File: src/rtl/core/hsom_pkg.sv
`default_nettype none

package hsom_pkg;

	// Sizes of the grid, the heights and the configuration registers.
	localparam int MAX_WIDTH   = 1024;
	localparam int ADDR_W      = $clog2(MAX_WIDTH);
	localparam int HEIGHT_BITS = 24;
	localparam int DIM_W       = 11;
	localparam int STEP_W      = 23;
	localparam int POS_W       = 10;
	localparam int CFG_W       = 23;
	localparam int CFG_IDX_W   = 2;
	localparam int FIFO_DEPTH  = 4;
	localparam int FIFO_PTR_W  = $clog2(FIFO_DEPTH);
	localparam int FIFO_CNT_W  = $clog2(FIFO_DEPTH + 3);

	localparam logic [DIM_W-1:0]  ROW_SAT     = '1;
	localparam logic [DIM_W-1:0]  WIDTH_RESET = DIM_W'(MAX_WIDTH);
	localparam logic [DIM_W-1:0]  ROWS_RESET  = 11'd1024;
	localparam logic [STEP_W-1:0] STEP_RESET  = 23'd800;

	// Register indexes of the configuration port.
	typedef enum logic [CFG_IDX_W-1:0] {
		REG_GRID_WIDTH = 2'd0,
		REG_GRID_ROWS  = 2'd1,
		REG_MAX_STEP   = 2'd2
	} reg_idx_t;

	typedef struct packed {
		logic                          hit;
		logic signed [HEIGHT_BITS-1:0] h;
	} cell_t;

	// One line buffer word: the previous row and the row before it.
	typedef struct packed {
		cell_t prev;
		cell_t older;
	} entry_t;

	localparam int ENTRY_W = $bits(entry_t);

	// Control that travels with an accepted beat from the scan counters.
	typedef struct packed {
		logic             vld;
		logic             res;
		logic [POS_W-1:0] col;
		logic [POS_W-1:0] row;
		logic             top_ok;
		logic             left_ok;
		logic             right_ok;
		logic             below_ok;
		logic             last;
	} tag_t;

	typedef struct packed {
		logic                          we;
		logic [ADDR_W-1:0]             addr;
		entry_t                        data;
	} wr_t;

	typedef struct packed {
		logic [POS_W-1:0]              col;
		logic [POS_W-1:0]              row;
		logic                          obst;
		logic signed [HEIGHT_BITS-1:0] height;
		logic                          last;
	} res_t;

endpackage

`default_nettype wire

File: src/rtl/core/hsom_ofifo.sv
`default_nettype none

module hsom_ofifo
	import hsom_pkg::*;
(
	input  wire logic              clk,
	input  wire logic              arst_n,
	input  wire logic              push,
	input  wire res_t              push_data,
	input  wire logic              pop,
	output logic                   not_empty,
	output res_t                   head,
	output logic [FIFO_CNT_W-1:0]  count
);

	res_t                  slot_q [FIFO_DEPTH];
	logic [FIFO_PTR_W-1:0] wr_ptr_q;
	logic [FIFO_PTR_W-1:0] rd_ptr_q;
	logic [FIFO_CNT_W-1:0] count_q;
	logic                  do_pop;

	assign not_empty = count_q != '0;
	assign do_pop    = pop && not_empty;
	assign head      = slot_q[rd_ptr_q];
	assign count     = count_q;

	always_ff @(posedge clk) begin
		if (push) begin
			slot_q[wr_ptr_q] <= push_data;
		end
	end

	always_ff @(posedge clk or negedge arst_n) begin
		if (!arst_n) begin
			wr_ptr_q <= '0;
			rd_ptr_q <= '0;
			count_q  <= '0;
		end else begin
			if (push) begin
				wr_ptr_q <= wr_ptr_q + FIFO_PTR_W'(1);
			end
			if (do_pop) begin
				rd_ptr_q <= rd_ptr_q + FIFO_PTR_W'(1);
			end
			count_q <= count_q + FIFO_CNT_W'(push) - FIFO_CNT_W'(do_pop);
		end
	end

endmodule

`default_nettype wire
File: config.mk
export PLATFORM = sky130hd
export DESIGN_NAME = hsom_ofifo
export DESIGN_NICKNAME = d
export VERILOG_FILES = /design/src/rtl/core/hsom_pkg.sv /design/src/rtl/core/hsom_ofifo.sv
export SDC_FILE = /design/constraint.sdc
export NUM_CORES = 1
export LEC_CHECK = 0
export ABC_AREA = 1
export BUFFER_PORTS_ARGS = -buffer_cell sky130_fd_sc_hd__buf_2
export CELL_PAD_IN_SITES_DETAIL_PLACEMENT = 1
export CELL_PAD_IN_SITES_GLOBAL_PLACEMENT = 2
export CORE_UTILIZATION = 38
export DETAILED_ROUTE_END_ITERATION = 8
export GPL_TIMING_DRIVEN = 0
export PLACE_DENSITY = 0.87
export SETUP_SLACK_MARGIN = 0.2
export SYNTH_ARGS = -nofsm -noshare
export SYNTH_HDL_FRONTEND = slang
export SYNTH_SLANG_ARGS = --single-unit
File: constraint.sdc
create_clock -name clk -period 2.6 [get_ports clk]
set_input_delay 0 -clock clk [delete_from_list [all_inputs] [get_ports clk]]
set_output_delay 0 -clock clk [all_outputs]
set_load 0.05 [all_outputs]
Word-level counts from Yosys, hierarchy flattened --
Memory sizes are Yosys's and may differ from the RTL's. Cells that the tools add are included.
Operators by class: reduce and logical (&&, ||, !) cells 2, $add $sub $neg 4, muxes and demuxes 2
Operator list (count):
- adder 2 x 1 -> 2 bit (second input constant) | 2
- adder 3 x 1 -> 3 bit | 1
- nonzero test 3 bit | 1
- subtractor 3 x 1 -> 3 bit | 1
- 2-to-1 mux 1 bit | 2
- logical AND 1 bit | 1
Word-level totals: register bits 7, RAM bits 184, memories kept 1, input port bits 50, output and inout bits 50
Memories:
- slot_q | words 4, bits a word 46, read ports 1, clocked after memory_dff 0, write ports 1, RTL line hsom_ofifo.sv:16 | res_t slot_q [FIFO_DEPTH];

Depth between registers and ports, before layout --
depth after elaboration 3, depth in mapped cells 11, depth with buffers taken out 11

Worst setup path before layout --
Ideal clock, no wire load.
kind flip-flop to flip-flop, from register count_q[1], in the netlist count[1], to register count_q[2], in the netlist count[2], data required time 2.480 ns, slack 0.040 ns, library setup time 0.120 ns, arrival time 2.441 ns, period minus slack after synthesis 2.560 ns, cell stages (with the launch flop) 12, cells stage by stage dfrtp_1 > nor2_1 > nand2_1 > nand2_1 > inv_1 > ha_1 > inv_1 > ha_1 > fa_1 > xor2_1 > nand2_1 > nand2_1
Between the ends: longest elaborated chain between the ends 3
RTL lines:
- from (decl) | RTL line hsom_ofifo.sv:19 | logic [FIFO_CNT_W-1:0] count_q;
- from (signal assigned) | RTL line hsom_ofifo.sv:45 | count_q <= count_q + FIFO_CNT_W'(push) - FIFO_CNT_W'(do_pop);
- nonzero test 3 bit | RTL line hsom_ofifo.sv:22 | assign not_empty = count_q != '0;
- net not_empty | RTL line hsom_ofifo.sv:11 | output logic not_empty,
- logical AND 1 bit | RTL line hsom_ofifo.sv:23 | assign do_pop = pop && not_empty;
- net do_pop | RTL line hsom_ofifo.sv:20 | logic do_pop;
- subtractor 3 x 1 -> 3 bit | RTL line hsom_ofifo.sv:45
The timed path passes the listed nets, and every way through them passes these cells. A chain may end at the register's enable or synchronous reset.

==> summary.md <==
| Metric | Value |
|---|---|
| Pwr dens | 1290 mW/mm2 |
| Post-layout min period | 2.17 ns |
| Hold WC Path Type | in2reg |
| CP required | 2.60 ns |
| Starting DRT DRC Count | 239 |
| Seq/Total Area, Yosys | 0.746 |
| First-pass GRT wire length | 28,800 um |
| Htree depth | 4 |
| CP arrival | 2.17 ns |
| DRT Wirelength | 19,100 um |
| Util after Layout | 0.491 |
| CP top delay family | buffers and inverters |
| Worst-path clk slew | 0.07 ns |
| Drt wl/cell | 17.6 um |
| CP max FO | 10 |
| Final period util | 0.836 |
| RD Place Congestion | 0.705 |
| Peak supply drop | 0.703 mV |
| Setup TNS | 0 ns |
| Worst-skew pair later-pin latency | 0.43 ns |
| Post-synth EDFFs | 184 |
| Area leader, netlist | edfxtp_1 |
| Slew HR | 0.591 |
| Synth async-reset ratio | 0.0366 |
| Die ar. | 0.0207 mm2 |
| Root Driver | clkbuf_16 |
| Max-slew violations | 0 |
| Number of synthesized register bits | 191 |
| Setup crit end | head[9] |
| Synth Instances | 635 |
| Yosys top cell area share | 0.723 |
| Worst r2r src | count[1] |
| Slowest cell delay on critical path | 0.51 ns |
| Worst Setup End Kind | output pin |
| Hpwl dp | 12,100 um |
| Vias in the first global route | 5,487 |
| Largest cells by area after synthesis | edfxtp_1 72%, nand2_1 7.6%, o21ai_0 5.7% |
| Area of placed instances | 0.00855 mm2 |
| FF-to-FF End | count[2] |
| RSZ-0062 raised after global routing | false |
| Worst path buffer plus inverter count | 4 |
| DRC | 0 |
| # rows | 51 |
| Library cells used by synthesis | 18 |
| Final setup viols | 0 |
| Antenna violations before repair | 0 |
| Largest net degree at the start of global routing | 30 |
| Reg2Reg Depth | 11 |
| Layout area overhead | 25.9% |
| Slew @ Worst Pin | 0.614 ns |
| Fill cells | 2,097 |
| Critical Path Stages | 6 |
| Final Skew | 0.00626 ns |
| CP max-delay cell | clkbuf_1 |
| Final hold violations | 0 |
| Core Box Area | 0.0196 mm2 |
| Yosys warnings | 0 |
| Via density | 4.75 |
| Vias post-DR | 5,151 |
| Outcome | finished, final reports clean |
| Syn Std Cell Area | 0.00764 mm2 |
| CTS Buf Count | 17 |
| Worst Setup SP | rd_ptr_q[1] |
| FF-to-FF setup slack | 0.43 ns |
| Setup Crit Path Kind | reg2out |
| Layout cell share with drive strength beyond 1 | 0.194 |
| DRT Pass-1 Iters | 4 |
| Post-synth top cells | 184 x edfxtp_1, 154 x nand2_1, 93 x nor2_1 |
| Worst path cell trace | inv_1, buf_2, clkbuf_1, nand2_1, nand2_1, buf_2 |
| Crit start category | flip-flop |
| CTS tree | yes |
| # nets final | 864 |
| Post-route ant nets | 0 |
| Lkg Pwr | 3.91 nW |
| Clock tree buffer depth | 2 |
| Count leader, synth | edfxtp_1 |
| Synth Net Count | 692 |
| Clock sinks | 191 |
| Most used DFF post-synth | edfxtp_1 |
| Max cap viols | 0 |
| Final Cell Area | 0.00962 mm2 |
| Buffers on Ports | 99 |
| Initial Utilization | 0.390 |
| All-Layer GR Usage | 0.192 |
| Die Span X | 144 um |
| Die extent in y | 144 um |
| Syn avg cell area | 12.0 um2 |
| # diodes | 0 |
| WHS | 0.310 ns |
| Total gr overflow | 0 |
| Fmax | 460 MHz |
| I/O pin count | 100 |
-- worst min path at each step --
stage | end | cells past startpoint | from
after CTS | slot_q[3][39] | 2 | push_data[39]
after floorplan | count[0] | 0 | arst_n
final | slot_q[3][43] | 2 | push_data[43]
after global routing | slot_q[0][25] | 2 | push_data[25]
after global placement | count[2] | 1 | arst_n
after detailed placement | count[0] | 1 | arst_n
-- worst register-to-register path: stages, from the launching register on --
cell	delay (ns)
dfrtp_2	0.43
nor2_1	0.14
nand2_2	0.12
nand2_1	0.11
inv_1	0.05
ha_1	0.27
inv_1	0.04
ha_1	0.19
fa_1	0.43
xor2_1	0.18
nand2_1	0.07
nand2_1	0.04
-- cells in the final DEF, fill, tap and decap left out --
cell type / netlist / final
clkbuf_16: 0 / 17
inv_6: 0 / 2
nand2_2: 0 / 1
clkinv_1: 0 / 2
clkbuf_1: 12 / 12
clkbuf_2: 2 / 2
dfrtp_1: 7 / 6
inv_1: 60 / 56
xnor2_1: 1 / 1
dlygate4sd3_1: 0 / 50
buf_4: 5 / 5
nand2_1: 154 / 153
nor2_1: 93 / 93
inv_2: 1 / 5
clkinv_4: 0 / 1
clkinvlp_4: 0 / 4
clkinv_2: 0 / 4
buf_2: 6 / 105
o21ai_0: 87 / 87
fa_1: 1 / 1
buf_6: 6 / 6
xor2_1: 2 / 2
nand3_1: 2 / 2
bufinv_16: 0 / 2
buf_12: 0 / 4
dfrtp_2: 0 / 1
o21ai_1: 6 / 6
ha_1: 6 / 6
edfxtp_1: 184 / 184
-- layer usage --
metal | GRT usage | wire length [um]
met5 | 0 | 0
met1 | 0.226 | 8170
met4 | 0.0700 | 278
met2 | 0.350 | 10200
met3 | 0.0320 | 463
-- final cells by class --
cell class	count	area, um2	share of cell area
Buffer	31	190	0.0198
Clock buffer	17	425	0.0442
Clock inverter	15	144	0.0150
Inverter	61	229	0.0238
Multi-Input combinational cell	352	1530	0.159
Sequential cell	191	5700	0.592
Tap cell	265	332	0.0345
Timing Repair Buffer	153	1080	0.112
-- what timing repair did --
item / CTS / global route
hold endpoints to repair: 194 / 0
hold buffers: 50 / 0
setup buffers: 0 / 0
gates resized for setup: 0 / 0
-- stage by stage --
step | total power (W) | std cells | worst slack (ns)
finish | 0.0124 | 1085 | 0.428
global route | 0.0131 | 1085 | 0.249
CTS | 0.0126 | 1085 | 0.353
detailed placement | 0.00995 | 1003 | 0.437
global placement | 0.00972 | 999 | -0.166
floorplan | 0.00823 | 635 | 0.214
-- flip-flops by register name, indices dropped and copies added (netlist names) --
name / flops
slot_q: 184
count: 3
rd_ptr_q: 2
wr_ptr_q: 2
-- logic make-up (layout without fill, tap and decap cells) --
group                      after synthesis  in the layout  share of synthesized area
and+or+nand+nor                        249            249                      0.123
buffers and inverters                   92            277                     0.0548
adders and majority gates                7              7                     0.0124
AOI/OAI and AO/OA                       93             93                     0.0609
DFF                                    191            191                      0.746
xor gates and xnor gates                 3              3                    0.00344
-- power by group --
part           internal [W]  switching [W]
sequential          0.00403       0.000194
clock               0.00141        0.00110
combinational       0.00132        0.00434
No activity file was read; power rests on OpenSTA's default activity.
