`src/rtl/core/hsom_pkg.sv`:
```
`default_nettype none

package hsom_pkg;

	// Sizes of the grid, the heights and the configuration registers.
	localparam int MAX_WIDTH   = 1024;
	localparam int ADDR_W      = $clog2(MAX_WIDTH);
	localparam int HEIGHT_BITS = 24;
	localparam int DIM_W       = 11;
	localparam int STEP_W      = 23;
	localparam int POS_W       = 10;
	localparam int CFG_W       = 23;
	localparam int CFG_IDX_W   = 2;
	localparam int FIFO_DEPTH  = 4;
	localparam int FIFO_PTR_W  = $clog2(FIFO_DEPTH);
	localparam int FIFO_CNT_W  = $clog2(FIFO_DEPTH + 3);

	localparam logic [DIM_W-1:0]  ROW_SAT     = '1;
	localparam logic [DIM_W-1:0]  WIDTH_RESET = DIM_W'(MAX_WIDTH);
	localparam logic [DIM_W-1:0]  ROWS_RESET  = 11'd1024;
	localparam logic [STEP_W-1:0] STEP_RESET  = 23'd800;

	// Register indexes of the configuration port.
	typedef enum logic [CFG_IDX_W-1:0] {
		REG_GRID_WIDTH = 2'd0,
		REG_GRID_ROWS  = 2'd1,
		REG_MAX_STEP   = 2'd2
	} reg_idx_t;

	typedef struct packed {
		logic                          hit;
		logic signed [HEIGHT_BITS-1:0] h;
	} cell_t;

	// One line buffer word: the previous row and the row before it.
	typedef struct packed {
		cell_t prev;
		cell_t older;
	} entry_t;

	localparam int ENTRY_W = $bits(entry_t);

	// Control that travels with an accepted beat from the scan counters.
	typedef struct packed {
		logic             vld;
		logic             res;
		logic [POS_W-1:0] col;
		logic [POS_W-1:0] row;
		logic             top_ok;
		logic             left_ok;
		logic             right_ok;
		logic             below_ok;
		logic             last;
	} tag_t;

	typedef struct packed {
		logic                          we;
		logic [ADDR_W-1:0]             addr;
		entry_t                        data;
	} wr_t;

	typedef struct packed {
		logic [POS_W-1:0]              col;
		logic [POS_W-1:0]              row;
		logic                          obst;
		logic signed [HEIGHT_BITS-1:0] height;
		logic                          last;
	} res_t;

endpackage

`default_nettype wire

```
`src/rtl/core/hsom_scan.sv`:
```
`default_nettype none

module hsom_scan
	import hsom_pkg::*;
(
	input  wire logic              clk,
	input  wire logic              arst_n,
	input  wire logic              in_valid,
	input  wire logic              start_of_frame,
	input  wire logic [DIM_W-1:0]  grid_width,
	input  wire logic [DIM_W-1:0]  grid_rows,
	input  wire logic              full,
	output logic                   in_stall,
	output tag_t                   tag_s0,
	output logic [ADDR_W-1:0]      raddr_a,
	output logic [ADDR_W-1:0]      raddr_b,
	output logic                   clr_busy,
	output logic [ADDR_W-1:0]      clr_addr
);

	logic [POS_W-1:0]  col_q;
	logic [DIM_W-1:0]  row_q;
	logic              clr_busy_q;
	logic [ADDR_W-1:0] clr_addr_q;

	logic [DIM_W-1:0]  eff_w;
	logic [POS_W-1:0]  col_base;
	logic [POS_W-1:0]  col_cur;
	logic [DIM_W-1:0]  row_cur;
	logic [DIM_W-1:0]  col_next;
	logic [DIM_W-1:0]  row_above;
	logic              wrap;
	logic              accept;

	always_comb begin
		if (grid_width == '0) begin
			eff_w = DIM_W'(1);
		end else if (grid_width > DIM_W'(MAX_WIDTH)) begin
			eff_w = DIM_W'(MAX_WIDTH);
		end else begin
			eff_w = grid_width;
		end
		col_base  = start_of_frame ? '0 : col_q;
		col_cur   = ({1'b0, col_base} >= eff_w) ? '0 : col_base;
		row_cur   = start_of_frame ? '0 : row_q;
		col_next  = {1'b0, col_cur} + DIM_W'(1);
		wrap      = col_next >= eff_w;
		row_above = row_cur - DIM_W'(1);
	end

	assign in_stall = clr_busy_q || full;
	assign accept   = in_valid && !in_stall;

	always_comb begin
		tag_s0.vld      = accept;
		tag_s0.res      = accept && (row_cur != '0) && (row_above < grid_rows);
		tag_s0.col      = col_cur;
		tag_s0.row      = row_above[POS_W-1:0];
		tag_s0.top_ok   = row_above != '0;
		tag_s0.left_ok  = col_cur != '0;
		tag_s0.right_ok = !wrap;
		tag_s0.below_ok = row_cur < grid_rows;
		tag_s0.last     = (row_cur == grid_rows) && wrap;
	end

	assign raddr_a = ADDR_W'(col_cur);
	assign raddr_b = ADDR_W'(col_next);

	always_ff @(posedge clk or negedge arst_n) begin
		if (!arst_n) begin
			col_q <= '0;
			row_q <= '0;
		end else if (accept) begin
			if (wrap) begin
				col_q <= '0;
				row_q <= (row_cur == ROW_SAT) ? row_cur : row_cur + DIM_W'(1);
			end else begin
				col_q <= col_next[POS_W-1:0];
				row_q <= row_cur;
			end
		end
	end

	// Sweep both line buffers to zero after reset.
	always_ff @(posedge clk or negedge arst_n) begin
		if (!arst_n) begin
			clr_busy_q <= 1'b1;
			clr_addr_q <= '0;
		end else if (clr_busy_q) begin
			clr_addr_q <= clr_addr_q + ADDR_W'(1);
			if (clr_addr_q == ADDR_W'(MAX_WIDTH - 1)) begin
				clr_busy_q <= 1'b0;
			end
		end
	end

	assign clr_busy = clr_busy_q;
	assign clr_addr = clr_addr_q;

endmodule

`default_nettype wire

```
`config.mk`:
```
export PLATFORM = sky130hd
export DESIGN_NAME = hsom_scan
export DESIGN_NICKNAME = d
export VERILOG_FILES = /design/src/rtl/core/hsom_pkg.sv /design/src/rtl/core/hsom_scan.sv
export SDC_FILE = /design/constraint.sdc
export NUM_CORES = 1
export LEC_CHECK = 0
export ABC_AREA = 1
export BUFFER_PORTS_ARGS = -buffer_cell sky130_fd_sc_hd__buf_2
export CAP_MARGIN = 20
export CORE_MARGIN = 5
export CORE_UTILIZATION = 40
export CTS_CLUSTER_DIAMETER = 60
export DETAILED_ROUTE_END_ITERATION = 16
export GPL_TIMING_DRIVEN = 1
export HOLD_SLACK_MARGIN = 0.1
export SLEW_MARGIN = 20
export SYNTH_ARGS = -nofsm -noshare
export SYNTH_HDL_FRONTEND = slang
export SYNTH_SLANG_ARGS = --single-unit
```
`constraint.sdc`:
```
create_clock -name clk -period 6.2 [get_ports clk]
set_clock_uncertainty 0.1 [all_clocks]
set_input_delay 0.93 -clock clk [delete_from_list [all_inputs] [get_ports clk]]
set_output_delay 0.93 -clock clk [all_outputs]
set_load 0.1 [all_outputs]
```
== Yosys cells after proc, flatten, opt, wreduce, memory -nomap -nowiden ==
Cells that the tools add are included.

* Register bits after elaboration: 32
* Bits in latches: 0
* Bits in writable memories: 0
* ROM bits: 0
* Input port bits: 27
* Output and inout bits: 59
* Logic and storage cells: 37
* Memories: 0

* $add $sub $neg: 4
* Multipliers: 0
* Divide/modulo/power cells: 0
* Magnitude comparators: 5
* Equal/unequal tests: 3
* Shift operators: 0
* Muxes and demuxes: 10
* Bitwise gates (word level): 0
* Reductions and logical operators: 11

{| class="wikitable"
|+ Operators with widths
! cell !! number
|-
| 11-bit 2-to-1 mux || 5
|-
| 10-bit 2-to-1 mux || 3
|-
| 11-bit less-than comparator || 2
|-
| 11-bit nonzero test || 2
|-
| 10-bit by 1-bit adder with 11-bit output (second input constant) || 1
|-
| 11-bit by 1-bit adder with 11-bit output (second input constant) || 1
|-
| 11-bit == test || 1
|-
| 11-bit == test (second input constant) || 1
|-
| 10-bit by 11-bit greater-or-equal comparator with 1-bit output || 1
|-
| 11-bit greater-or-equal comparator || 1
|-
| 11-bit > comparator (second input constant) || 1
|-
| 11-bit logical NOT || 1
|-
| 11-bit by 1-bit subtractor with 11-bit output (second input constant) || 1
|-
| 10-bit by 1-bit adder with 10-bit output (second input constant) || 1
|-
| 10-bit == test (second input constant) || 1
|-
| 10-bit nonzero test || 1
|-
| 1-bit logical AND || 4
|-
| 1-bit logical NOT || 2
|-
| 1-bit 2-to-1 mux || 2
|-
| 1-bit logical OR || 1
|}

== Longest topological paths before layout ==
* Depth after elaboration: 8
* Gate-level depth with buffers: 30
* Gate-level depth less buffers: 30

== Worst setup path after synthesis ==
No wires, ideal clock.

* Kind: input to output
* Start: in grid_width[0]
* End: out tag_s0[0] in the netlist's numbering
* Data arrival time: 10.482 ns
* Data required time: 5.170 ns
* Slack: -5.312 ns
* Cell stages on the path: 23
* Path buffers: 0
* Cell sequence: nor4_1 -> nand2_1 -> o21ai_1 -> nand2_1 -> ha_1 -> nand2_1 -> inv_1 -> nand2_1 -> nand2_1 -> nand2_1 -> nand2_1 -> nor2_4 -> inv_1 -> nor2_1 -> inv_1 -> ha_1 -> ha_1 -> nand4_1 -> nor2_1 -> nand4_1 -> nand3_1 -> inv_1 -> nor4_1

{| class="wikitable"
|+ RTL lines
! element !! RTL line !! text
|-
| start: declaration || hsom_scan.sv:10 || <nowiki>input wire logic [DIM_W-1:0] grid_width,</nowiki>
|-
| end: declaration || hsom_scan.sv:14 || <nowiki>output tag_t tag_s0,</nowiki>
|}

==> flow_metrics.tcl <==
set metrics [dict create \
    status "complete, no violations" \
    worstMarginPinSlew_ps 739 \
    drt_pass1_iterations 5 \
    whs_ps 374 \
    end_kind "primary output" \
    min-delay-path-class "reg2reg" \
    gp_congestion 0.923 \
    drive_gt1_share_pct 26.0 \
    drc 0 \
    setup.worst_path.start_class "input pin" \
    synthArstFlopShare_pct 100 \
    grt_overflow 0 \
    crit-reg2reg-launch "col_q[4]$_DFFE_PN0P_" \
    post_drt_wl_per_cell_um 13.8 \
    finalHoldViolCount 0 \
    place_hpwl_mm 8.10 \
    final_cell_area_um2 4310 \
    syn_area_um2 3420 \
    synthCells 501 \
    cts-root-buf "clkbuf_8" \
    path_max_fanout 5 \
    critPathArrivalTime_ps 4850 \
    r2r_cells 27 \
    vias 3480 \
    placed_area_um2 4160 \
    drv_cap 0 \
    setup_viol 0 \
    portBuffers 85 \
    worst_setup_hold_path_clk_slew_ps 70 \
    crit_slowest_cell "ha_1" \
    antenna_found_initial 0 \
    power_density_nw_per_um2 211 \
    final_common_cell "nand2_1" \
    drtIter0Drc 148 \
    worst-r2r-setup-slack_ps 1960 \
    initial_core_util_pct 41.4 \
    antenna_left 0 \
    final_nets 664 \
    final_cells 693 \
    cts_buffer_depth 2 \
    grt_max_degree 33 \
    tritoncts "done" \
    synth_flop_cell "dfrtp_1" \
    hold_buffers 0 \
    min_path_cells 1 \
    crit_required_ps 5170 \
    ir_drop_uv 100 \
    syn_nets 578 \
    min_from "clr_addr[9]$_DFFE_PN0P_" \
    grt_pass1_vias 3211 \
    period_minus_slack_ps 5880 \
    area.growth.synth_to_final_pct 26.1 \
    num_rows 33 \
    max_freq_ghz 0.170 \
    worstSkewPairLatency_ps 280 \
    die_h_um 102 \
    leakage_uw 0.00237 \
    slew_violations 0 \
    r2r-end "col_q[3]$_DFFE_PN0P_" \
    crit_path_max_incr_delay_ps 320 \
    criticalPathCategory "in2out" \
    dp.cells 682 \
    fin_crit_sh_pct 94.8 \
    yosysUniqueCellTypes 37 \
    num_io_pins 86 \
    gr-usage-all-layers_pct 18.4 \
    core_um2 8260 \
    grt_pass1_wl_mm 15.6 \
    synth_seq_area_share_pct 23.4 \
    viasPerCell 5.02 \
    diodes 0 \
    die_area_um2 10500 \
    drt-total-wl_mm 9.56 \
    max_slew_margin_pct 50.7 \
    die_x_um 102 \
    htreeDepth 2 \
    yosys_warnings 0 \
    avgSynthCellArea_um2 6.83 \
    cts.sinks 32 \
    crit_top_cell "nand2_1" \
    min_to "clr_busy$_DFF_PN1_" \
    cts_inserted_buffers 5 \
    yosys_register_bits 32 \
    synth_edf_count 0 \
    final_cell_mix "112 x nand2_1, 83 x buf_2, 75 x inv_1, 46 x nor2_1, 46 x ha_1" \
]
-- Yosys cell counts, types with 8 or more instances --
master	instances	area [µm²]
ha_1	50	626
xor2_1	19	166
nand2_1	118	443
dfrtp_1	31	776
nand4_1	13	81.3
nand3_1	28	140
a21oi_1	23	115
nor2_1	51	191
o21ai_0	17	85.1
buf_4	12	90.1
nor3_1	8	40.0
inv_1	81	304
-- final cells by class --
| cell class | count | area, µm² |
|---|---|---|
| flip-flops and latches | 32 | 802 |
| repair buffers | 95 | 531 |
| fillers | 851 | 3950 |
| clock inverters | 3 | 42.5 |
| multi-input cells | 369 | 2400 |
| clock buffers | 5 | 68.8 |
| well taps | 105 | 131 |
| inverters | 84 | 334 |
-- sequential cells by signal (all words and copies together) (netlist names) --
name / count
clr_addr: 10
row_q: 11
clr_busy: 1
col_q: 10
-- worst max path at each step --
stage             startpoint        end  cells after the start
6_report       grid_width[0]  tag_s0[0]                     29
5_1_grt        grid_width[0]  tag_s0[0]                     29
4_1_cts        grid_width[4]  tag_s0[0]                     27
3_5_place_dp   grid_width[0]  tag_s0[0]                     29
3_3_place_gp   grid_width[4]  tag_s0[0]                     27
2_1_floorplan  grid_width[4]  tag_s0[0]                     23
-- cells by family after synthesis --
group	after synthesis	share of synthesized area [%]
AOI/OAI and AO/OA	53	8.30
adders and majority gates	50	18.3
xor gates and xnor gates	25	6.40
buffers and inverters	101	12.7
and+or+nand+nor	240	30.9
DFF	32	23.4
-- report_power, final --
part / switching (µW) / leakage [µW] / internal [µW] / total (µW)
Combinational: 376 / 0.00188 / 110 / 486
Clock: 81.2 / 0.0000541 / 119 / 200
Sequential: 6.40 / 0.000432 / 218 / 225
-- stage by stage --
step	TNS [ps]	power, µW	setup WS (ps)	utilization [%]
after floorplan	-3190	622	-1670	-
after global placement	0	708	180	50.4
after detailed placement	0	713	96.6	50.4
after CTS	0	916	67.7	51.7
after global routing	-6.20	970	-5.92	52.2
final	0	911	324	52.2
-- routing by layer --
layer / routed length, µm / GRT usage, % / vias to the layer above
met3: 616 / 3.21 / 4
met4: 34 / 2.12 / 0
met1: 4760 / 28.0 / 1582
met5: 0 / 0 / -
li1: - / - / 1787
met2: 4150 / 28.0 / 107
-- critical path: cells and delay by family --
kind | cells | cell delay (ps)
AO/OA/AOI/OAI | 1 | 200
adder cells (fa/ha/maj) | 3 | 780
AND/OR/NAND/NOR | 18 | 2050
buffers and inverters | 7 | 870
-- repair_timing --
action,in CTS,in global routing
resized for setup,0,7
buffers inserted,0,2
setup endpoints to repair,0,2
No activity file was read; power rests on OpenSTA's default activity.
