==> src/rtl/core/hsom_ram.sv <==
`default_nettype none

module hsom_ram #(
	parameter int WIDTH = 8,
	parameter int DEPTH = 16
) (
	input  wire logic                     clk,
	input  wire logic                     we,
	input  wire logic [$clog2(DEPTH)-1:0] waddr,
	input  wire logic [WIDTH-1:0]         wdata,
	input  wire logic [$clog2(DEPTH)-1:0] raddr_a,
	input  wire logic [$clog2(DEPTH)-1:0] raddr_b,
	output logic      [WIDTH-1:0]         rdata_a,
	output logic      [WIDTH-1:0]         rdata_b
);

	logic [WIDTH-1:0] mem [DEPTH];

	// Reads return the contents from before a write to the same address.
	always_ff @(posedge clk) begin
		if (we) begin
			mem[waddr] <= wdata;
		end
		rdata_a <= mem[raddr_a];
		rdata_b <= mem[raddr_b];
	end

endmodule

`default_nettype wire

==> config.mk <==
export PLATFORM = sky130hd
export DESIGN_NAME = hsom_ram
export DESIGN_NICKNAME = d
export VERILOG_FILES = /design/src/rtl/core/hsom_ram.sv
export SDC_FILE = /design/constraint.sdc
export NUM_CORES = 1
export LEC_CHECK = 0
export BUFFER_PORTS_ARGS = -buffer_cell sky130_fd_sc_hd__buf_2
export CORE_UTILIZATION = 55
export DETAILED_ROUTE_END_ITERATION = 16
export GPL_ROUTABILITY_DRIVEN = 0
export PLACE_DENSITY_LB_ADDON = 0.08
export SLEW_MARGIN = 20
export SYNTH_ARGS = -nofsm -noshare
export SYNTH_HDL_FRONTEND = slang
export SYNTH_SLANG_ARGS = --single-unit
export TNS_END_PERCENT = 1
==> constraint.sdc <==
create_clock -name clk -period 3.3 [get_ports clk]
set_input_delay 0 -clock clk [delete_from_list [all_inputs] [get_ports clk]]
set_output_delay 0 -clock clk [all_outputs]
set_load 0.01 [all_outputs]
Word-level counts from Yosys, hierarchy flattened. Memory sizes are Yosys's and may differ from the RTL's. A register that Yosys moved wholly into a read port is not among the register bits. Cells that the tools add are included.

Register bits: 0. RAM bits: 128. Bits of input ports: 22. Output and inout bits: 16. Word-level logic and storage cells: 3. Memories: 1.

Muxes and demuxes: 2.

Memory list: mem (words 16, bits a word 8, rd ports 2, clocked after Yosys merged registers in 2, write ports 1, line 17) `logic [WIDTH-1:0] mem [DEPTH];`.

Operators with widths (count): two-way mux 1 bit (2).

Longest topological paths before layout. Gate-level depths: netlist of run 1.

Depth after elaboration: 2. Depth in mapped cells: 5. Depth with buffers taken out: 3.

Worst setup path before layout of run 1. OpenSTA, ideal clock, no wires.

Path kind: input to register. Start point: in waddr[2]. End point: mem mem[0][0] (enable). Library setup time: 0.383 ns. Arrival time: 1.110 ns. Data required time: 2.917 ns. Path slack: 1.807 ns. Cell stages on the path: 2. Buffers on the path: 0. Cell sequence: or3b_2 -> nor3_1.

RTL lines: start, declared (line 9) `input wire logic [$clog2(DEPTH)-1:0] waddr,`; end, declared (line 17).

Straight into the memory's write port.

==> results of run 1 <==
-- area by class of cell --
class | instances | area (µm²)
clock buffer | 22 | 464
clock inverter | 10 | 136
fill | 737 | 3740
multi-input combinational | 143 | 2010
sequential | 144 | 4160
tap | 140 | 175
timing repair buffer | 55 | 340
-- power by group through the flow --
stage / Combinational (mW) / Sequential, mW / Clock, mW
global route: 0.331 / 2.06 / 2.02
CTS: 0.307 / 2.06 / 1.95
floorplan: 0.184 / 2.10 / 0
finish: 0.306 / 2.06 / 1.93
detailed placement: 0.299 / 2.10 / 0
global placement: 0.296 / 2.09 / 0
-- Yosys cell counts --
cell type and n:
mux4_4 2, a22oi_1 32, nand2_1 17, nor2_1 14
buf_4 2, dfxtp_1 16, nor2b_1 2, buf_6 6
nor3_1 4, nand3b_1 2, buf_2 6, clkdlybuf4s25_2 6
or3b_2 1, and2b_1 2, mux4_2 34, nand3_1 1
and2_1 2, mux4_1 28, edfxtp_1 128, nand2b_1 2
-- worst max-delay path: stages --
cell and delay (ns):
buf_2 0.61, buf_4 0.35, mux4_1 0.57, a22oi_1 0.20, nand2_1 0.07
-- stage by stage --
step	instance area (µm²)	hold slack, ns	power [mW]	setup WS [ns]
2_1_floorplan	6350	0.0989	2.29	1.81
3_3_place_gp	6610	0.385	2.39	1.34
3_5_place_dp	6610	0.391	2.39	1.33
4_1_cts	7290	0.0321	4.32	1.77
5_1_grt	7290	0.0455	4.42	1.63
6_report	7290	0.0525	4.30	1.80
-- flip-flops by register name, summed over array words and instances, names as in the netlist --
signal and count:
rdata_a 8, mem 128, rdata_b 8
-- final timing paths --
check / from / to / slack (ns) / depth (start not counted)
min reg2reg: mem[14][0] / rdata_a[0] / 0.70 / 3
max: raddr_a[0] / rdata_a[1] / 1.80 / 5
min: waddr[0] / mem[4][4] / 0.05 / 2
max reg2reg: mem[3][0] / rdata_a[0] / 1.83 / 3
-- metal layers --
layer  routed length, µm  global-route usage  vias up
li1                    -                   -     1456
met1                5460               0.346     1767
met2                7280               0.446      160
met3                1190              0.0611       36
met4                 465               0.138        0
met5                   0                   0        -
-- cells by family (layout without fill, tap and decap cells) --
family          count (synthesis)  in the layout  share of synthesized area
compound gates                 32             32                     0.0379
mux                            64             64                      0.244
flops                         144            144                      0.656
simple gates                   47             47                     0.0343
buf+inv                        20             87                     0.0272
==> results.py, run 1 <==
metrics = {
    "run_status": {
        "outcome": "finished clean",
    },
    "worst_setup_path": {
        "crit_required_ns": 3.61,
        "crit_path_start_kind": "input port",
        "critPathArrivalTime_ns": 1.81,
        "worst-setup-path-type": "in -> reg",
        "worstSetupEndpointType": "register",
        "critPathMaxFanout": 24,
    },
    "cts": {
        "cts_tree": "built",
        "clkTransAtPathRegs_ns": 0.06,
        "clockRootBuffer": "clkbuf_16",
        "postCtsResizedCells": 0,
        "clkLatencyLatePin_ns": 0.42,
        "hold_buffers": 8,
        "cts_buffer_depth": 2,
        "clock-sinks": 144,
        "htreeDepth": 4,
        "post-cts-setup-buffer-count": 0,
        "cts_buffers": 17,
    },
    "pwr": {
        "seqPwrFrac": 0.479,
        "pwr-share-comb": 0.071,
        "p_clk_frac": 0.450,
        "p_int_mw": 3.40,
        "p_sw_frac": 0.208,
        "power_density_nw_per_um2": 589,
        "peakVddDrop_uv": 344,
        "power.switching_mw": 0.892,
        "leakagePower_nw": 2.52,
    },
    "yosys": {
        "yosys_warnings": 0,
        "synthCells": 307,
        "synth.area.top_cells": "edfxtp_1 (61%), mux4_2 (12%), mux4_1 (12%)",
        "seq_area_frac_synth": 0.656,
        "ys_ff_latch": 144,
        "synth_area_um2": 6350,
        "yosysTopAreaCellShare": 0.606,
        "synth_cell_types": 20,
        "avgSynthCellArea_um2": 20.7,
        "synth_nets": 329,
        "synth_area_leader_cell": "edfxtp_1",
    },
    "drt": {
        "drt_iter0_drc": 376,
        "wl_per_cell_um": 28.0,
        "viasPerCell": 6.65,
        "dr.pass1.iters": 4,
        "ant_nets": 0,
        "drt_wl_total_mm": 14.4,
        "drc": 0,
        "vias": 3419,
    },
    "final_layout": {
        "drive_gt1_frac": 0.305,
        "final_cell_mix": "edfxtp_1 (128), buf_2 (37), mux4_2 (34), a22oi_1 (32), mux4_1 (28)",
        "final_common_cell": "edfxtp_1",
        "final_nets": 383,
        "final_util": 0.661,
        "layoutNonFillerInstCount": 514,
        "diodes": 0,
        "syn_to_final_growth_pct": 14.9,
    },
    "global_route": {
        "grt_max_degree": 33,
        "gr-usage-all-layers": 0.273,
        "grt_antenna_before_repair": 0,
        "grt_pass1_wl_mm": 21.4,
        "overflow": 0,
        "grt_pass1_vias": 3573,
    },
    "placement": {
        "port_buffers": 37,
        "placed_cells": 474,
        "dp_hpwl_mm": 8.57,
    },
    "timing": {
        "period_share": 0.455,
        "fin_tns_setup_ns": 0,
        "fmax_ghz": 0.666,
        "tightest_slew_ns": 1.15,
        "fin_crit_ns": 1.50,
        "finalHoldViolations": 0,
        "setup_viol": 0,
        "rsz0062_at_grt": "no",
        "worst_slew_margin_rel": 0.232,
        "maxSlewViolCount": 0,
        "skew_ns": 0.00597,
    },
    "floorplanning": {
        "dieArea_um2": 12000,
        "pin_count": 38,
        "coreArea_um2": 11000,
        "fp-row-count": 38,
        "start_util": 0.575,
        "die_y_um": 109,
        "die_w_um": 109,
    },
    "run": {
        "cap_violations": 0,
    },
    "worst_hold_path": {
        "hold_path_class": "in -> reg",
    },
}
Note: power is estimated with default switching activity, not from simulation.
==> inputs of run 2 (changes only) <==
==> constraint.sdc (replaced) <==
create_clock -name clk -period 1.5 [get_ports clk]
set_input_delay 0 -clock clk [delete_from_list [all_inputs] [get_ports clk]]
set_output_delay 0 -clock clk [all_outputs]
set_load 0.01 [all_outputs]
==> run 2 against run 1 <==
Clock power is 120% higher. Sequential share of layout area is 1.5 points lower. Setup slack worse by 1.7 ns. First-iteration DRC count is 7.2% lower. Non-clock buffer count is 20 higher. Power is 120% higher. Die area stayed put. Largest power group unchanged. Cell area is 2.7% higher.
==> results.py, run 2 (same netlist as run 1, synthesis figures left out) <==
metrics = {
    "global_route": {
        "gr-usage-all-layers": 0.263,
        "grt_pass1_vias": 3573,
        "grt_pass1_wl_mm": 20.7,
        "grt_max_degree": 18,
        "grt_antenna_before_repair": 0,
        "overflow": 0,
    },
    "worst_setup_path": {
        "critPathArrivalTime_ns": 1.75,
        "critPathMaxFanout": 2,
        "reg2reg_to": "rdata_a[0]",
        "path_cells": "mux4_4 > a22oi_1 > nand2_1",
        "crit_path_start_kind": "register",
        "worst-r2r-cell-count": 3,
        "rr_startpoint": "mem[0][0]",
        "cp_top_family": "multiplexers",
        "worstSetupEndpointType": "register",
        "cp.buffers_inverters": 0,
        "worst-setup-path-type": "reg -> reg",
        "crit_required_ns": 1.81,
        "cp_slowest_cell": "mux4_4",
        "r2r_setup_slack_ns": 0.05,
        "slowest_delay_ns": 0.60,
    },
    "run_status": {
        "outcome": "finished clean",
    },
    "drt": {
        "drc": 0,
        "drt_wl_total_mm": 14.1,
        "drt_iter0_drc": 349,
        "ant_nets": 0,
        "vias": 3473,
        "dr.pass1.iters": 5,
        "viasPerCell": 6.50,
        "wl_per_cell_um": 26.4,
    },
    "timing": {
        "setup_viol": 0,
        "skew_ns": 0.00459,
        "worst_slew_margin_rel": 0.285,
        "finalHoldViolations": 0,
        "fmax_ghz": 0.691,
        "rsz0062_at_grt": "no",
        "period_share": 0.964,
        "fin_crit_ns": 1.45,
        "tightest_slew_ns": 1.07,
        "maxSlewViolCount": 0,
    },
    "worst_hold_path": {
        "min_from": "waddr[1]",
        "holdPathStages": 3,
        "hold_path_class": "in -> reg",
        "worstHoldEndpoint": "mem[11][5]",
    },
    "pwr": {
        "power_density_nw_per_um2": 1270,
        "leakagePower_nw": 2.64,
        "peakVddDrop_uv": 818,
    },
    "floorplanning": {
        "die_w_um": 109,
        "start_util": 0.575,
        "dieArea_um2": 12000,
        "die_y_um": 109,
        "fp-row-count": 38,
        "pin_count": 38,
        "coreArea_um2": 11000,
    },
    "placement": {
        "postPlaceCellArea_um2": 6810,
        "placed_cells": 494,
        "dp_hpwl_mm": 8.89,
        "port_buffers": 37,
    },
    "cts": {
        "clock-sinks": 144,
        "clkTransAtPathRegs_ns": 0.06,
        "cts_tree": "built",
        "cts_buffer_depth": 2,
        "clkLatencyLatePin_ns": 0.42,
        "clockRootBuffer": "clkbuf_16",
        "cts_buffers": 17,
        "htreeDepth": 4,
        "post-cts-setup-buffer-count": 0,
    },
    "final_layout": {
        "final_util": 0.679,
        "diodes": 0,
        "layoutNonFillerInstCount": 534,
        "reg.largest.list": "mem (128), rdata_a (8), rdata_b (8)",
        "syn_to_final_growth_pct": 18.0,
        "final_cell_mix": "edfxtp_1 (128), buf_2 (37), mux4_2 (34), a22oi_1 (32), mux4_1 (28)",
        "drive_gt1_frac": 0.330,
        "finalInstanceArea_um2": 7490,
        "largest_reg_flops": 128,
        "final_common_cell": "edfxtp_1",
        "top_register": "mem",
        "nFillCells": 727,
        "final_nets": 403,
    },
    "run": {
        "cap_violations": 0,
    },
}
[run 2: layout make-up]
type | instances | area [µm²] | area share
Clock buffer | 18 | 429 | 0.0573
Clock inverter | 14 | 171 | 0.0229
Multi-Input combinational cell | 143 | 2010 | 0.268
Sequential cell | 144 | 4160 | 0.556
Tap cell | 140 | 175 | 0.0234
Timing Repair Buffer | 75 | 541 | 0.0722
[run 2: worst reg2reg max path: stages, from the launching register on]
cell      delay, ns
edfxtp_1       0.39
mux4_4         0.60
a22oi_1        0.27
nand2_1        0.08
[run 2: worst max-delay path by stage]
stage	cells past startpoint	to	slack, ns	startpoint
2_1_floorplan	2	mem[0][0]	0.007	waddr[2]
3_3_place_gp	5	rdata_b[3]	-0.008	raddr_b[0]
3_5_place_dp	5	rdata_b[3]	-0.05	raddr_b[0]
4_1_cts	3	rdata_b[7]	0.06	mem[3][7]
5_1_grt	3	rdata_b[7]	0.03	mem[3][7]
6_report	3	rdata_a[0]	0.05	mem[0][0]
[run 2: per-layer routing]
| layer | vias to the layer above | track usage | wire length, µm |
|---|---|---|---|
| li1 | 1491 | - | - |
| met3 | 33 | 0.0551 | 1080 |
| met5 | - | 0 | 0 |
| met1 | 1791 | 0.348 | 5820 |
| met4 | 0 | 0.123 | 374 |
| met2 | 158 | 0.425 | 6830 |
[run 2: where the power goes]
group / switching (mW) / internal (mW) / leakage (nW)
Combinational: 0.371 / 0.341 / 1.07
Clock: 1.53 / 2.74 / 0.283
Sequential: 0.0387 / 4.49 / 1.29
[run 2: what timing repair did]
action	4_1_cts	5_1_grt
hold buffers	8	0
hold endpoints to repair	128	0
gates resized for setup	0	0
[run 2: per-stage QoR]
step                hold WS [ns]  setup WS (ns)  power [mW]  TNS [ns]
global placement           0.381       -0.00803        5.29  -0.00803
floorplan                 0.0989        0.00713        5.04         0
finish                    0.0980         0.0535        9.51         0
global route               0.113         0.0252        9.79         0
detailed placement         0.387        -0.0469        5.31   -0.0469
CTS                       0.0754         0.0647        9.56         0
==> inputs of run 3 (changes only) <==
--- a/config.mk
+++ b/config.mk
@@ -9,7 +9,9 @@
 export CORE_UTILIZATION = 55
 export DETAILED_ROUTE_END_ITERATION = 16
 export GPL_ROUTABILITY_DRIVEN = 0
+export HOLD_SLACK_MARGIN = 0.03
 export PLACE_DENSITY_LB_ADDON = 0.08
+export REMOVE_ABC_BUFFERS = 1
 export SLEW_MARGIN = 20
 export SYNTH_ARGS = -nofsm -noshare
 export SYNTH_HDL_FRONTEND = slang
==> run 3 against run 2 <==
Register-to-register slack barely moved. Maximum frequency fell by 0.57%. Clock-buffer cell count rose by 4. Sequential power barely moved. Cell area fell by 0.79%. Sequential cell count did not move. First-iteration DRC count fell by 14%. Power fell by 2.1%. Critical path depth did not move.
==> results.py, run 3 (same netlist as run 1, synthesis figures left out) <==
metrics = {
    "run_status": {
        "outcome": "finished clean",
    },
    "drt": {
        "dr.pass1.iters": 5,
        "drc": 0,
        "drt_iter0_drc": 299,
        "viasPerCell": 6.57,
        "vias": 3460,
        "wl_per_cell_um": 26.1,
        "drt_wl_total_mm": 13.8,
        "ant_nets": 0,
    },
    "final_layout": {
        "final_common_cell": "edfxtp_1",
        "diodes": 0,
        "drive_gt1_frac": 0.313,
        "final_nets": 396,
        "reg.largest.list": "mem (128), rdata_a (8), rdata_b (8)",
        "syn_to_final_growth_pct": 17.1,
        "register_area_um2": 4160,
        "final_cell_mix": "edfxtp_1 (128), buf_2 (37), mux4_2 (34), a22oi_1 (31), mux4_1 (28)",
        "largest_reg_flops": 128,
        "nFillCells": 739,
        "final_util": 0.674,
        "layoutNonFillerInstCount": 527,
        "finalInstanceArea_um2": 7430,
        "multi_input_area_um2": 2010,
        "top_register": "mem",
    },
    "worst_setup_path": {
        "crit_required_ns": 1.80,
        "rr_startpoint": "mem[1][2]",
        "critPathMaxFanout": 2,
        "cp.buffers_inverters": 0,
        "critPathArrivalTime_ns": 1.76,
        "crit_path_start": "mem[1][2]",
        "cp_slowest_cell": "mux4_1",
        "crit_path_start_kind": "register",
        "path_cells": "mux4_1 > a22oi_1 > nand2_1",
        "worstSetupEndpointType": "register",
        "cp_top_family": "multiplexers",
        "slowest_delay_ns": 0.53,
        "worst-setup-path-type": "reg -> reg",
    },
    "timing": {
        "rsz0062_at_grt": "no",
        "period_share": 0.970,
        "setup_viol": 0,
        "tightest_slew_ns": 0.919,
        "worst_slew_margin_rel": 0.386,
        "fin_ws_ns": 0.0453,
        "finalHoldViolations": 0,
        "hold-worst-slack_ns": 0.159,
        "fin_crit_ns": 1.45,
        "fmax_ghz": 0.687,
        "fin_tns_setup_ns": 0,
        "maxSlewViolCount": 0,
        "skew_ns": 0.00727,
    },
    "pwr": {
        "p_int_mw": 7.41,
        "leakagePower_nw": 2.61,
        "power_density_nw_per_um2": 1250,
        "pwr-share-comb": 0.076,
        "p_clk_frac": 0.437,
        "power_mw": 9.31,
        "seqPwrFrac": 0.487,
        "peakVddDrop_uv": 1010,
        "power.switching_mw": 1.91,
        "p_sw_frac": 0.205,
    },
    "floorplanning": {
        "dieArea_um2": 12000,
        "coreArea_um2": 11000,
        "pin_count": 38,
        "fp-row-count": 38,
        "die_w_um": 109,
        "start_util": 0.575,
        "die_y_um": 109,
    },
    "placement": {
        "postPlaceCellArea_um2": 6780,
        "pre_cts_slack_ns": -0.00783,
        "placed_cells": 487,
        "dp_hpwl_mm": 8.71,
        "port_buffers": 37,
    },
    "cts": {
        "htreeDepth": 4,
        "clkTransAtPathRegs_ns": 0.06,
        "clock-sinks": 144,
        "clockRootBuffer": "clkbuf_16",
        "post-cts-setup-buffer-count": 0,
        "cts_tree": "built",
        "cts_buffer_depth": 2,
        "cts_buffers": 17,
        "clkLatencyLatePin_ns": 0.42,
    },
    "worst_hold_path": {
        "min_from": "waddr[0]",
        "hold_path_class": "in -> reg",
    },
    "global_route": {
        "grt_util_met1": 0.363,
        "grt_pass1_wl_mm": 20.5,
        "grt_util_met3": 0.0522,
        "grt_pass1_vias": 3475,
        "grt_use_met2": 0.395,
        "overflow": 0,
        "gr-usage-all-layers": 0.258,
        "grt_max_degree": 33,
        "grt_antenna_before_repair": 0,
        "grt.busiest_layer": "met2",
    },
    "run": {
        "cap_violations": 0,
    },
}
-- run 3: power by group through the flow --
stage                     registers [mW]  clock network, mW  logic (mW)
final                               4.53               4.07       0.710
after global routing                4.55               4.27       0.767
after CTS                           4.54               4.11       0.716
after detailed placement            4.62                  0       0.699
after global placement              4.61                  0       0.696
after floorplan                     4.63                  0       0.315
-- run 3: repair_timing --
action,4_1_cts,5_1_grt
hold endpoints to repair,128,0
endpoints found under the setup margin,0,1
hold buffers,8,0
resized for setup,0,1
-- run 3: worst min-delay path, delay by kind of cell --
family,cells,cell delay (ns)
and+or+nand+nor,1,0.06
buffers and inverters,2,0.33
-- run 3: routing by layer --
metal  wire [µm]  share of wire
met5           0              0
met4         273          0.020
met3         877          0.064
met2        6810           0.49
met1        5820           0.42
-- run 3: final timing paths --
| kind | to | slack, ns | cells after the start |
|---|---|---|---|
| setup / recovery | rdata_a[2] | 0.05 | 3 |
| hold / removal | mem[0][3] | 0.16 | 3 |
| setup reg to reg | rdata_a[2] | 0.05 | 3 |
| hold reg to reg | rdata_a[5] | 0.70 | 3 |
-- run 3: area by class of cell --
cell class,count,area share
tap,140,0.0236
sequential,144,0.560
multi-input combinational,143,0.271
timing repair buffer,68,0.0690
clock buffer,22,0.0598
clock inverter,10,0.0162
